**config.mk**
```make
export PLATFORM = sky130hd
export DESIGN_NAME = printf_integer_formatter_core
export DESIGN_NICKNAME = d
export VERILOG_FILES = /design/src/rtl/core/pif_pkg.sv /design/src/rtl/core/pif_digit_conv.sv /design/src/rtl/core/printf_integer_formatter_core.sv
export SDC_FILE = /design/constraint.sdc
export NUM_CORES = 1
export LEC_CHECK = 0
export ABC_AREA = 1
export BUFFER_PORTS_ARGS = -buffer_cell sky130_fd_sc_hd__buf_2
export CAP_MARGIN = 0
export CORE_ASPECT_RATIO = 0.6
export CORE_MARGIN = 2
export CORE_UTILIZATION = 60
export CTS_BUF_LIST = sky130_fd_sc_hd__clkbuf_16
export DETAILED_ROUTE_END_ITERATION = 12
export PLACE_DENSITY_LB_ADDON = 0.08
export SYNTH_ARGS = -nofsm -noshare
export SYNTH_HDL_FRONTEND = slang
export SYNTH_SLANG_ARGS = --single-unit
```
**constraint.sdc**
```tcl
create_clock -name clk -period 14.9 [get_ports clk]
set_clock_uncertainty 0.2 [all_clocks]
set_input_delay 2.98 -clock clk [delete_from_list [all_inputs] [get_ports clk]]
set_output_delay 2.98 -clock clk [all_outputs]
set_load 0.01 [all_outputs]
```
**src/rtl/core/pif_pkg.sv**
```systemverilog
// Package: shared constants, types and helpers of the integer formatter.
package pif_pkg;

    localparam int MaxChars = 64;

    typedef enum logic [2:0] {
        CONV_SDEC  = 3'd0,
        CONV_UDEC  = 3'd1,
        CONV_OCT   = 3'd2,
        CONV_HEXL  = 3'd3,
        CONV_HEXU  = 3'd4,
        CONV_PTR   = 3'd5,
        CONV_RSV6  = 3'd6,
        CONV_RSV7  = 3'd7
    } conv_t;

    typedef enum logic [1:0] {
        LEN_32 = 2'd0,
        LEN_16 = 2'd1,
        LEN_64 = 2'd2,
        LEN_RSV = 2'd3
    } len_t;

    localparam logic [2:0] REG_CONV  = 3'd0;
    localparam logic [2:0] REG_LEN   = 3'd1;
    localparam logic [2:0] REG_WIDTH = 3'd2;
    localparam logic [2:0] REG_PREC  = 3'd3;
    localparam logic [2:0] REG_PGIV  = 3'd4;
    localparam logic [2:0] REG_FLAGS = 3'd5;

    // Radix select toward the digit converter.
    localparam logic [1:0] RADIX_DEC = 2'd0;
    localparam logic [1:0] RADIX_OCT = 2'd1;
    localparam logic [1:0] RADIX_HEX = 2'd2;

    // Converter status toward the emitter.
    typedef struct packed {
        logic       done;
        logic [6:0] nd;      // number of digits (0..22)
        logic       mag_zero;
    } conv_stat_t;

    typedef enum logic [2:0] {
        ST_IDLE,
        ST_CONV,
        ST_PLAN,
        ST_EMIT
    } state_t;

    typedef enum logic [2:0] {
        SEG_LPAD,
        SEG_SIGN,
        SEG_PRE,
        SEG_ZPAD,
        SEG_LEAD,
        SEG_DIG,
        SEG_RPAD,
        SEG_END
    } seg_t;

    function automatic logic [7:0] digit_char(input logic [3:0] d, input logic upper);
        logic [7:0] c;
        begin
            if (d < 4'd10)
                c = 8'h30 + {4'd0, d};
            else if (upper)
                c = 8'h37 + {4'd0, d};
            else
                c = 8'h57 + {4'd0, d};
            digit_char = c;
        end
    endfunction

endpackage

```
**src/rtl/core/pif_digit_conv.sv**
```systemverilog
// Bit-serial digit converter: decimal by double-dabble, octal and hex by bit split.
module pif_digit_conv
    import pif_pkg::*;
(
    input  logic             clk,
    input  logic             rst_n,
    input  logic             start,
    input  logic [63:0]      mag,
    input  logic [1:0]       radix_sel,   // 0 dec, 1 oct, 2 hex
    input  logic [6:0]       rd_idx,      // digit index from least significant
    output logic [3:0]       rd_digit,
    output conv_stat_t       stat
);

    // 20 BCD digits of decimal; octal and hex read straight from the value.
    logic [79:0] bcd_reg, bcd_next;
    logic [63:0] sh_reg, sh_next;
    logic [63:0] val_reg;
    logic [6:0]  cnt_reg, cnt_next;
    logic        busy_reg, busy_next;
    logic        done_reg, done_next;
    logic [6:0]  nd_reg, nd_next;
    logic [6:0]  scan_reg, scan_next;
    logic        scan_on_reg, scan_on_next;
    logic [79:0] adj;
    logic [3:0]  cur_digit;
    logic [6:0]  ndig_max;
    logic [1:0]  rad_reg;

    always_comb
    begin
        for (int k = 0; k < 20; k++)
            adj[4*k +: 4] = (bcd_reg[4*k +: 4] > 4'd4) ?
                            bcd_reg[4*k +: 4] + 4'd3 : bcd_reg[4*k +: 4];
    end

    function automatic logic [3:0] pick(input logic [1:0] r, input logic [79:0] b,
                                        input logic [63:0] v, input logic [6:0] i);
        logic [3:0] d;
        begin
            d = 4'd0;
            case (r)
                RADIX_DEC: d = (i < 7'd20) ? b[i[4:0]*4 +: 4] : 4'd0;
                RADIX_OCT: d = (i < 7'd22) ? {1'b0, 3'((v >> (i * 3)) & 64'h7)} : 4'd0;
                default:   d = (i < 7'd16) ? v[i[3:0]*4 +: 4] : 4'd0;
            endcase
            pick = d;
        end
    endfunction

    assign cur_digit = pick(rad_reg, bcd_reg, val_reg, scan_reg);
    assign rd_digit  = pick(rad_reg, bcd_reg, val_reg, rd_idx);
    assign ndig_max  = (rad_reg == RADIX_DEC) ? 7'd20 :
                       (rad_reg == RADIX_OCT) ? 7'd22 : 7'd16;

    always_comb
    begin
        bcd_next     = bcd_reg;
        sh_next      = sh_reg;
        cnt_next     = cnt_reg;
        busy_next    = busy_reg;
        done_next    = done_reg;
        nd_next      = nd_reg;
        scan_next    = scan_reg;
        scan_on_next = scan_on_reg;
        if (start)
        begin
            bcd_next     = '0;
            sh_next      = mag;
            cnt_next     = 7'd0;
            busy_next    = (radix_sel == RADIX_DEC);
            scan_on_next = (radix_sel != RADIX_DEC);
            done_next    = 1'b0;
            nd_next      = 7'd0;
            scan_next    = 7'd0;
        end
        else if (busy_reg)
        begin
            // shift in one bit per cycle
            bcd_next = {adj[78:0], sh_reg[63]};
            sh_next  = {sh_reg[62:0], 1'b0};
            cnt_next = cnt_reg + 7'd1;
            if (cnt_reg == 7'd63)
            begin
                busy_next    = 1'b0;
                scan_on_next = 1'b1;
            end
        end
        else if (scan_on_reg)
        begin
            // find the highest nonzero digit, one digit per cycle
            if (cur_digit != 4'd0)
                nd_next = scan_reg + 7'd1;
            scan_next = scan_reg + 7'd1;
            if (scan_reg + 7'd1 == ndig_max)
            begin
                scan_on_next = 1'b0;
                done_next    = 1'b1;
            end
        end
    end

    always_ff @(posedge clk or negedge rst_n)
    begin
        if (!rst_n)
        begin
            busy_reg    <= 1'b0;
            scan_on_reg <= 1'b0;
            done_reg    <= 1'b0;
            cnt_reg     <= '0;
            scan_reg    <= '0;
            nd_reg      <= '0;
        end
        else
        begin
            busy_reg    <= busy_next;
            scan_on_reg <= scan_on_next;
            done_reg    <= done_next;
            cnt_reg     <= cnt_next;
            scan_reg    <= scan_next;
            nd_reg      <= nd_next;
        end
    end

    always_ff @(posedge clk)
    begin
        bcd_reg <= bcd_next;
        sh_reg  <= sh_next;
        if (start)
        begin
            val_reg <= mag;
            rad_reg <= radix_sel;
        end
    end

    assign stat.done     = done_reg;
    assign stat.nd       = nd_reg;
    assign stat.mag_zero = (nd_reg == 7'd0);

endmodule

```
**src/rtl/core/printf_integer_formatter_core.sv**
```systemverilog
// Top level: printf-style integer formatter with serial digit conversion.
//
//  channel   | handshake          | payload
//  ----------+--------------------+----------------------------------------------
//  input     | value_valid/ready  | value[63:0]
//  output    | out_valid/ready    | char_out[7:0], last
//  config    | cfg_we             | cfg_index[2:0], cfg_data[6:0]
//
// Sequence: the accepting cycle loads the value, then double-dabble runs for decimal
// (not for octal or hex), the converter scans every digit slot to count digits
// (20 decimal, 22 octal, 16 hex), the control sees the converter done, plans the
// segments, then emits one character per cycle while the output is not stalled,
// for up to MaxChars characters, with an idle step at each segment boundary before
// the last character.
// Reset clears the control and the configuration registers.
// An output stall holds the current character and freezes the emit position.
module printf_integer_formatter_core
    import pif_pkg::*;
(
    input  logic        clk,
    input  logic        rst_n,
    input  logic        value_valid,
    output logic        value_ready,
    input  logic [63:0] value,
    output logic        out_valid,
    input  logic        out_ready,
    output logic [7:0]  char_out,
    output logic        last,
    input  logic        cfg_we,
    input  logic [2:0]  cfg_index,
    input  logic [6:0]  cfg_data
);

    // configuration registers
    logic [2:0] conv_reg;
    logic [1:0] len_reg;
    logic [6:0] fw_reg;
    logic [5:0] prec_reg;
    logic       pg_reg;
    logic [4:0] flags_reg;

    always_ff @(posedge clk or negedge rst_n)
    begin
        if (!rst_n)
        begin
            conv_reg  <= '0;
            len_reg   <= '0;
            fw_reg    <= '0;
            prec_reg  <= '0;
            pg_reg    <= 1'b0;
            flags_reg <= '0;
        end
        else if (cfg_we)
        begin
            case (cfg_index)
                REG_CONV:  conv_reg  <= cfg_data[2:0];
                REG_LEN:   len_reg   <= cfg_data[1:0];
                REG_WIDTH: fw_reg    <= cfg_data;
                REG_PREC:  prec_reg  <= cfg_data[5:0];
                REG_PGIV:  pg_reg    <= cfg_data[0];
                REG_FLAGS: flags_reg <= cfg_data[4:0];
                default:   ;
            endcase
        end
    end

    // decode the conversion
    logic  is_ptr, is_sdec, is_oct, is_hex, upper;
    logic [1:0] radix_sel;
    assign is_ptr  = (conv_reg == CONV_PTR);
    assign is_sdec = (conv_reg == CONV_SDEC);
    assign is_oct  = (conv_reg == CONV_OCT);
    assign is_hex  = (conv_reg == CONV_HEXL) || (conv_reg == CONV_HEXU) || is_ptr;
    assign upper   = (conv_reg == CONV_HEXU);
    assign radix_sel = is_hex ? RADIX_HEX : (is_oct ? RADIX_OCT : RADIX_DEC);

    logic f_minus, f_zero, f_plus, f_space, f_hash;
    assign f_minus = flags_reg[0];
    assign f_zero  = flags_reg[1];
    assign f_plus  = flags_reg[2];
    assign f_space = flags_reg[3];
    assign f_hash  = flags_reg[4];

    // length handling and magnitude (one 64-bit negate at load)
    logic [63:0] v_ext, mag_in;
    logic        neg_in;
    always_comb
    begin
        v_ext = value;
        if (!is_ptr)
        begin
            case (len_reg)
                LEN_32:  v_ext = is_sdec ? {{32{value[31]}}, value[31:0]} : {32'd0, value[31:0]};
                LEN_16:  v_ext = is_sdec ? {{48{value[15]}}, value[15:0]} : {48'd0, value[15:0]};
                default: v_ext = value;
            endcase
        end
        neg_in = is_sdec && v_ext[63];
        mag_in = neg_in ? (64'd0 - v_ext) : v_ext;
    end

    state_t     state_reg, state_next;
    logic       neg_reg;
    logic [6:0] rd_idx;
    logic [3:0] rd_digit;
    conv_stat_t cstat;
    logic       start;

    pif_digit_conv u_conv (
        .clk       (clk),
        .rst_n     (rst_n),
        .start     (start),
        .mag       (mag_in),
        .radix_sel (radix_sel),
        .rd_idx    (rd_idx),
        .rd_digit  (rd_digit),
        .stat      (cstat)
    );

    // segment lengths, computed in the planning cycle
    logic [6:0] nd_reg, lead_reg, pad_reg, npre_reg, total_reg;
    logic       sign_on_reg, zpad_reg;
    logic [7:0] sign_ch_reg;
    logic [6:0] nd_c, lead_c, npre_c, body_c;
    logic       sign_c;
    logic       mz;

    always_comb
    begin
        mz     = cstat.mag_zero;
        nd_c   = cstat.nd;
        if (mz)
            nd_c = (pg_reg && prec_reg == 6'd0 && !is_ptr) ? 7'd0 : 7'd1;
        lead_c = ({1'b0, prec_reg} > nd_c) ? ({1'b0, prec_reg} - nd_c) : 7'd0;
        if (is_oct && f_hash && lead_c == 7'd0 && (!mz || nd_c == 7'd0))
            lead_c = 7'd1;
        npre_c = (is_ptr || (is_hex && f_hash && !mz)) ? 7'd2 : 7'd0;
        sign_c = is_sdec && (neg_reg || f_plus || f_space);
        body_c = {6'd0, sign_c} + npre_c + lead_c + nd_c;
    end

    // emitter
    seg_t       seg_reg, seg_next;
    logic [6:0] cnt_reg, cnt_next;
    logic [6:0] emitted_reg, emitted_next;
    logic [7:0] ch_reg, ch_next;
    logic       last_reg, last_next, ov_reg, ov_next;
    logic [7:0] cur_ch;
    logic       cur_valid;
    logic       ready_for_char;

    // length of a segment
    function automatic logic [6:0] seg_len(input seg_t s, input logic [6:0] pad,
                                           input logic lp, input logic sg,
                                           input logic [6:0] np, input logic zp,
                                           input logic [6:0] ld, input logic [6:0] nd,
                                           input logic rp);
        logic [6:0] l;
        begin
            case (s)
                SEG_LPAD: l = lp ? pad : 7'd0;
                SEG_SIGN: l = {6'd0, sg};
                SEG_PRE:  l = np;
                SEG_ZPAD: l = zp ? pad : 7'd0;
                SEG_LEAD: l = ld;
                SEG_DIG:  l = nd;
                SEG_RPAD: l = rp ? pad : 7'd0;
                default:  l = 7'd0;
            endcase
            seg_len = l;
        end
    endfunction

    logic lpad_on, rpad_on;
    assign lpad_on = !f_minus && !zpad_reg;
    assign rpad_on = f_minus;

    // digit position counts down from the most significant digit
    assign rd_idx = nd_reg - 7'd1 - cnt_reg;

    always_comb
    begin
        case (seg_reg)
            SEG_LPAD: cur_ch = 8'h20;
            SEG_SIGN: cur_ch = sign_ch_reg;
            SEG_PRE:  cur_ch = (cnt_reg == 7'd0) ? 8'h30 : (upper ? 8'h58 : 8'h78);
            SEG_ZPAD: cur_ch = 8'h30;
            SEG_LEAD: cur_ch = 8'h30;
            SEG_DIG:  cur_ch = digit_char(rd_digit, upper);
            SEG_RPAD: cur_ch = 8'h20;
            default:  cur_ch = 8'h20;
        endcase
        cur_valid = (seg_reg != SEG_END) &&
                    (cnt_reg < seg_len(seg_reg, pad_reg, lpad_on, sign_on_reg, npre_reg,
                                       zpad_reg, lead_reg, nd_reg, rpad_on));
    end

    assign ready_for_char = !ov_reg || out_ready;

    always_comb
    begin
        state_next   = state_reg;
        seg_next     = seg_reg;
        cnt_next     = cnt_reg;
        emitted_next = emitted_reg;
        ch_next      = ch_reg;
        last_next    = last_reg;
        ov_next      = ov_reg;
        start        = 1'b0;
        if (ov_reg && out_ready)
            ov_next = 1'b0;
        case (state_reg)
            ST_IDLE:
            begin
                if (value_valid)
                begin
                    start      = 1'b1;
                    state_next = ST_CONV;
                end
            end
            ST_CONV:
            begin
                if (cstat.done)
                    state_next = ST_PLAN;
            end
            ST_PLAN:
            begin
                seg_next     = SEG_LPAD;
                cnt_next     = 7'd0;
                emitted_next = 7'd0;
                state_next   = ST_EMIT;
            end
            ST_EMIT:
            begin
                if (!cur_valid)
                begin
                    // advance to the next segment
                    cnt_next = 7'd0;
                    if (seg_reg == SEG_END || seg_reg == SEG_RPAD)
                    begin
                        seg_next   = SEG_END;
                        if (!ov_next)
                            state_next = ST_IDLE;
                    end
                    else
                        seg_next = seg_t'(seg_reg + 3'd1);
                end
                else if (ready_for_char)
                begin
                    // emit one character; peek for last by total count or the MaxChars limit
                    ch_next      = cur_ch;
                    ov_next      = 1'b1;
                    emitted_next = emitted_reg + 7'd1;
                    last_next    = (emitted_reg + 7'd1 == total_reg) ||
                                   (emitted_reg + 7'd1 == 7'(MaxChars));
                    cnt_next     = cnt_reg + 7'd1;
                    if (last_next)
                    begin
                        seg_next = SEG_END;
                        cnt_next = 7'd0;
                    end
                end
            end
            default: state_next = ST_IDLE;
        endcase
    end

    always_ff @(posedge clk or negedge rst_n)
    begin
        if (!rst_n)
        begin
            state_reg   <= ST_IDLE;
            seg_reg     <= SEG_END;
            cnt_reg     <= '0;
            emitted_reg <= '0;
            ov_reg      <= 1'b0;
            last_reg    <= 1'b0;
        end
        else
        begin
            state_reg   <= state_next;
            seg_reg     <= seg_next;
            cnt_reg     <= cnt_next;
            emitted_reg <= emitted_next;
            ov_reg      <= ov_next;
            last_reg    <= last_next;
        end
    end

    logic [6:0] tot_c;
    assign tot_c = (fw_reg > body_c) ? fw_reg : body_c;

    always_ff @(posedge clk)
    begin
        ch_reg <= ch_next;
        if (start)
            neg_reg <= neg_in;
        if (state_reg == ST_PLAN)
        begin
            nd_reg      <= nd_c;
            lead_reg    <= lead_c;
            npre_reg    <= npre_c;
            sign_on_reg <= sign_c;
            sign_ch_reg <= neg_reg ? 8'h2D : (f_plus ? 8'h2B : 8'h20);
            pad_reg     <= tot_c - body_c;
            total_reg   <= tot_c;
            zpad_reg    <= !f_minus && f_zero && !pg_reg;
        end
    end

    assign value_ready = (state_reg == ST_IDLE);
    assign out_valid   = ov_reg;
    assign char_out    = ch_reg;
    assign last        = last_reg;

endmodule

```
==> results.yml <==
status:
  status: "finished, final reports clean"
logic_synthesis:
  synth_top_area_frac: 0.238
  yosys_warnings: 0
  syn_inst: 3005
  netlist_area_um2: 21700
  synth_sequential_area_ratio: 0.391
  synth_edf_count: 172
  ys.flop_type: "edfxtp_1"
  syn_avg_cell_area_um2: 7.23
  ys_top_cells_by_area: "edfxtp_1 24%, nand2_1 14%, dfrtp_1 7.6%"
  synth_area_leader_cell: "edfxtp_1"
  async_flop_share: 0.215
  ys_ff_latch: 321
  synth_fp_nets: 3167
  ys_types: 65
critical_path:
  critPathSlowestCell: "nor3b_1"
  critPathMaxFanout: 12
  r2r-end: "pad_reg[6]"
  crit_required_ns: 14.98
  worst_setup_path_start_kind: "flip-flop"
  cp-end-kind: "flip-flop"
  cpMostUsedCell: "nand2_1"
  reg2reg_slack_ns: 7.04
  worst_ep_arrival_time_ns: 7.94
  reg2reg_from: "prec_reg[1]"
  crit_type: "reg2reg"
  rr_worst_depth: 40
  cpPeakStageDelay_ns: 0.47
pwr:
  p_leak_nw: 10.6
  vdd_ir_drop_max_mv: 0.178
  power_density_nw_per_um2: 256
floorplanning:
  io_pins: 90
  coreArea_um2: 35300
  rows: 53
  die_h_um: 151
  die-area_um2: 37800
  start_util: 0.615
  die_w_um: 250
finish:
  stdcell_area_um2: 23400
  syn_to_final_growth_pct: 7.89
  fillerInstances: 3057
  layout_commonest_cell: "nand2_1"
  largest_register_ff_count: 80
  layout_common_cells: "782 x nand2_1, 339 x inv_1, 281 x nand3_1"
  drive_gt1_frac: 0.0828
  finalNetCount: 3181
clock_tree:
  post_cts_buffers: 0
  cts_buffers: 34
  cts_resized: 0
  cts_htree_levels: 2
  cts_buffer_depth: 3
  cts-root-buf: "clkbuf_16"
  clock_latency_ns: 0.54
  numClockSinks: 321
  postCtsHoldBufs: 0
  path_clk_slew_ns: 0.07
  cts_tree: "yes"
routing:
  num_vias: 21140
  vias_per_cell: 6.02
  wire_per_inst_um: 18.9
  drtIter0Drc: 2731
  drcViolationCount: 0
  first_pass_iters: 8
  routed_wl_um: 66300
  ant_nets: 0
grt:
  grt_pass1_vias: 19113
  grt_pass1_wl_um: 105000
  gr-total-overflow: 0
  antenna_found_initial: 1
  grt_usage: 0.350
  grt_max_degree: 87
placement:
  postPlaceCellArea_um2: 22300
  place_congestion: 0.986
  hpwl_um: 48500
  port_buffers: 88
sta:
  relSlewSlack: 0.311
  final_hold_viol_count: 0
  min_period_over_period: 0.527
  layout_min_cycle_time_ns: 7.86
  clock.fmax_mhz: 127
  drv_slew: 0
  rsz0062_at_grt: "no"
  finalSetupTns_ns: 0
  setup_violations: 0
  tightest_slew_ns: 1.03
min_path:
  hold_path_depth: 1
  worstHoldStart: "u_conv.cnt_reg[5]"
  hold_path.class: "reg2reg"
  min_to: "u_conv.cnt_reg[5]"
flow_run:
  maxCapViolCount: 0
[Yosys cell counts, types with 13 or more instances]
library cell / number
o21ai_0: 247
dfxtp_1: 80
nand4_1: 59
nand2_2: 17
o22ai_1: 63
nor3_1: 33
nand2_1: 783
nor2_1: 267
or2_2: 22
dfrtp_1: 66
nand3_1: 281
a21oi_1: 133
clkbuf_1: 77
o21ai_1: 13
ha_1: 77
o211ai_1: 19
inv_1: 331
buf_2: 30
xor2_1: 57
edfxtp_1: 172
[cell families (layout without fill, tap and decap cells)]
group | after synthesis | after routing | share of synthesized area
simple gates | 1529 | 1529 | 0.308
compound gates | 527 | 527 | 0.134
buf+inv | 473 | 512 | 0.0868
flops | 321 | 321 | 0.391
fa+ha+maj | 83 | 83 | 0.0499
xor+xnor | 71 | 71 | 0.0297
other cells | 1 | 2 | 0.000173
[critical path: cells and delay by family, from the launching register on]
kind / cells / cell delay (ns)
buffers and inverters: 4 / 0.28
DFF: 1 / 0.42
and+or+nand+nor: 20 / 3.09
xor gates and xnor gates: 2 / 0.44
adders and majority gates: 6 / 1.72
AOI/OAI and AO/OA: 8 / 1.45
[how the worst max path moves through the flow]
| stage | depth (start not counted) | to | from |
|---|---|---|---|
| CTS | 40 | pad_reg[6] | prec_reg[1] |
| global route | 40 | pad_reg[6] | prec_reg[1] |
| finish | 40 | pad_reg[6] | prec_reg[1] |
| floorplan | 38 | pad_reg[6] | prec_reg[1] |
| global placement | 40 | pad_reg[6] | prec_reg[1] |
| detailed placement | 40 | pad_reg[6] | prec_reg[1] |
[metal layers]
| layer | GRT usage | part of all wire | vias to the layer above |
|---|---|---|---|
| met2 | 0.486 | 0.40 | 1210 |
| li1 | - | - | 10056 |
| met1 | 0.540 | 0.46 | 9760 |
| met5 | 0 | 0 | - |
| met4 | 0.0816 | 0.017 | 0 |
| met3 | 0.0846 | 0.12 | 114 |
[area by class of cell]
class                           instances  area [um^2]  area share
Clock buffer                           38          951      0.0406
Tap cell                              467          584      0.0249
Clock inverter                         23          163     0.00694
Inverter                              347         1310      0.0560
Antenna cell                            1         2.50    0.000107
Sequential cell                       321         8500       0.363
Timing Repair Buffer                  104          563      0.0240
Multi-Input combinational cell       2211        11400       0.485
[metrics by stage]
step           power [mW]  std cells  hold slack (ns)   util  setup slack (ns)
2_1_floorplan        4.07       3005            0.222      -              8.39
3_3_place_gp         4.92       3450            0.248  0.632              7.56
3_5_place_dp         5.03       3450            0.262  0.632              7.27
4_1_cts              5.90       3511            0.275  0.663              7.25
5_1_grt              6.48       3511            0.301  0.663              6.48
6_report             6.01       3512            0.277  0.663              7.04
[report_power, final]
part           switching (mW)  internal, mW
Clock                   0.366         0.494
Sequential              0.227          1.41
Combinational            2.44          1.08
Total                    3.03          2.98
No activity file was read; power rests on OpenSTA's default activity.
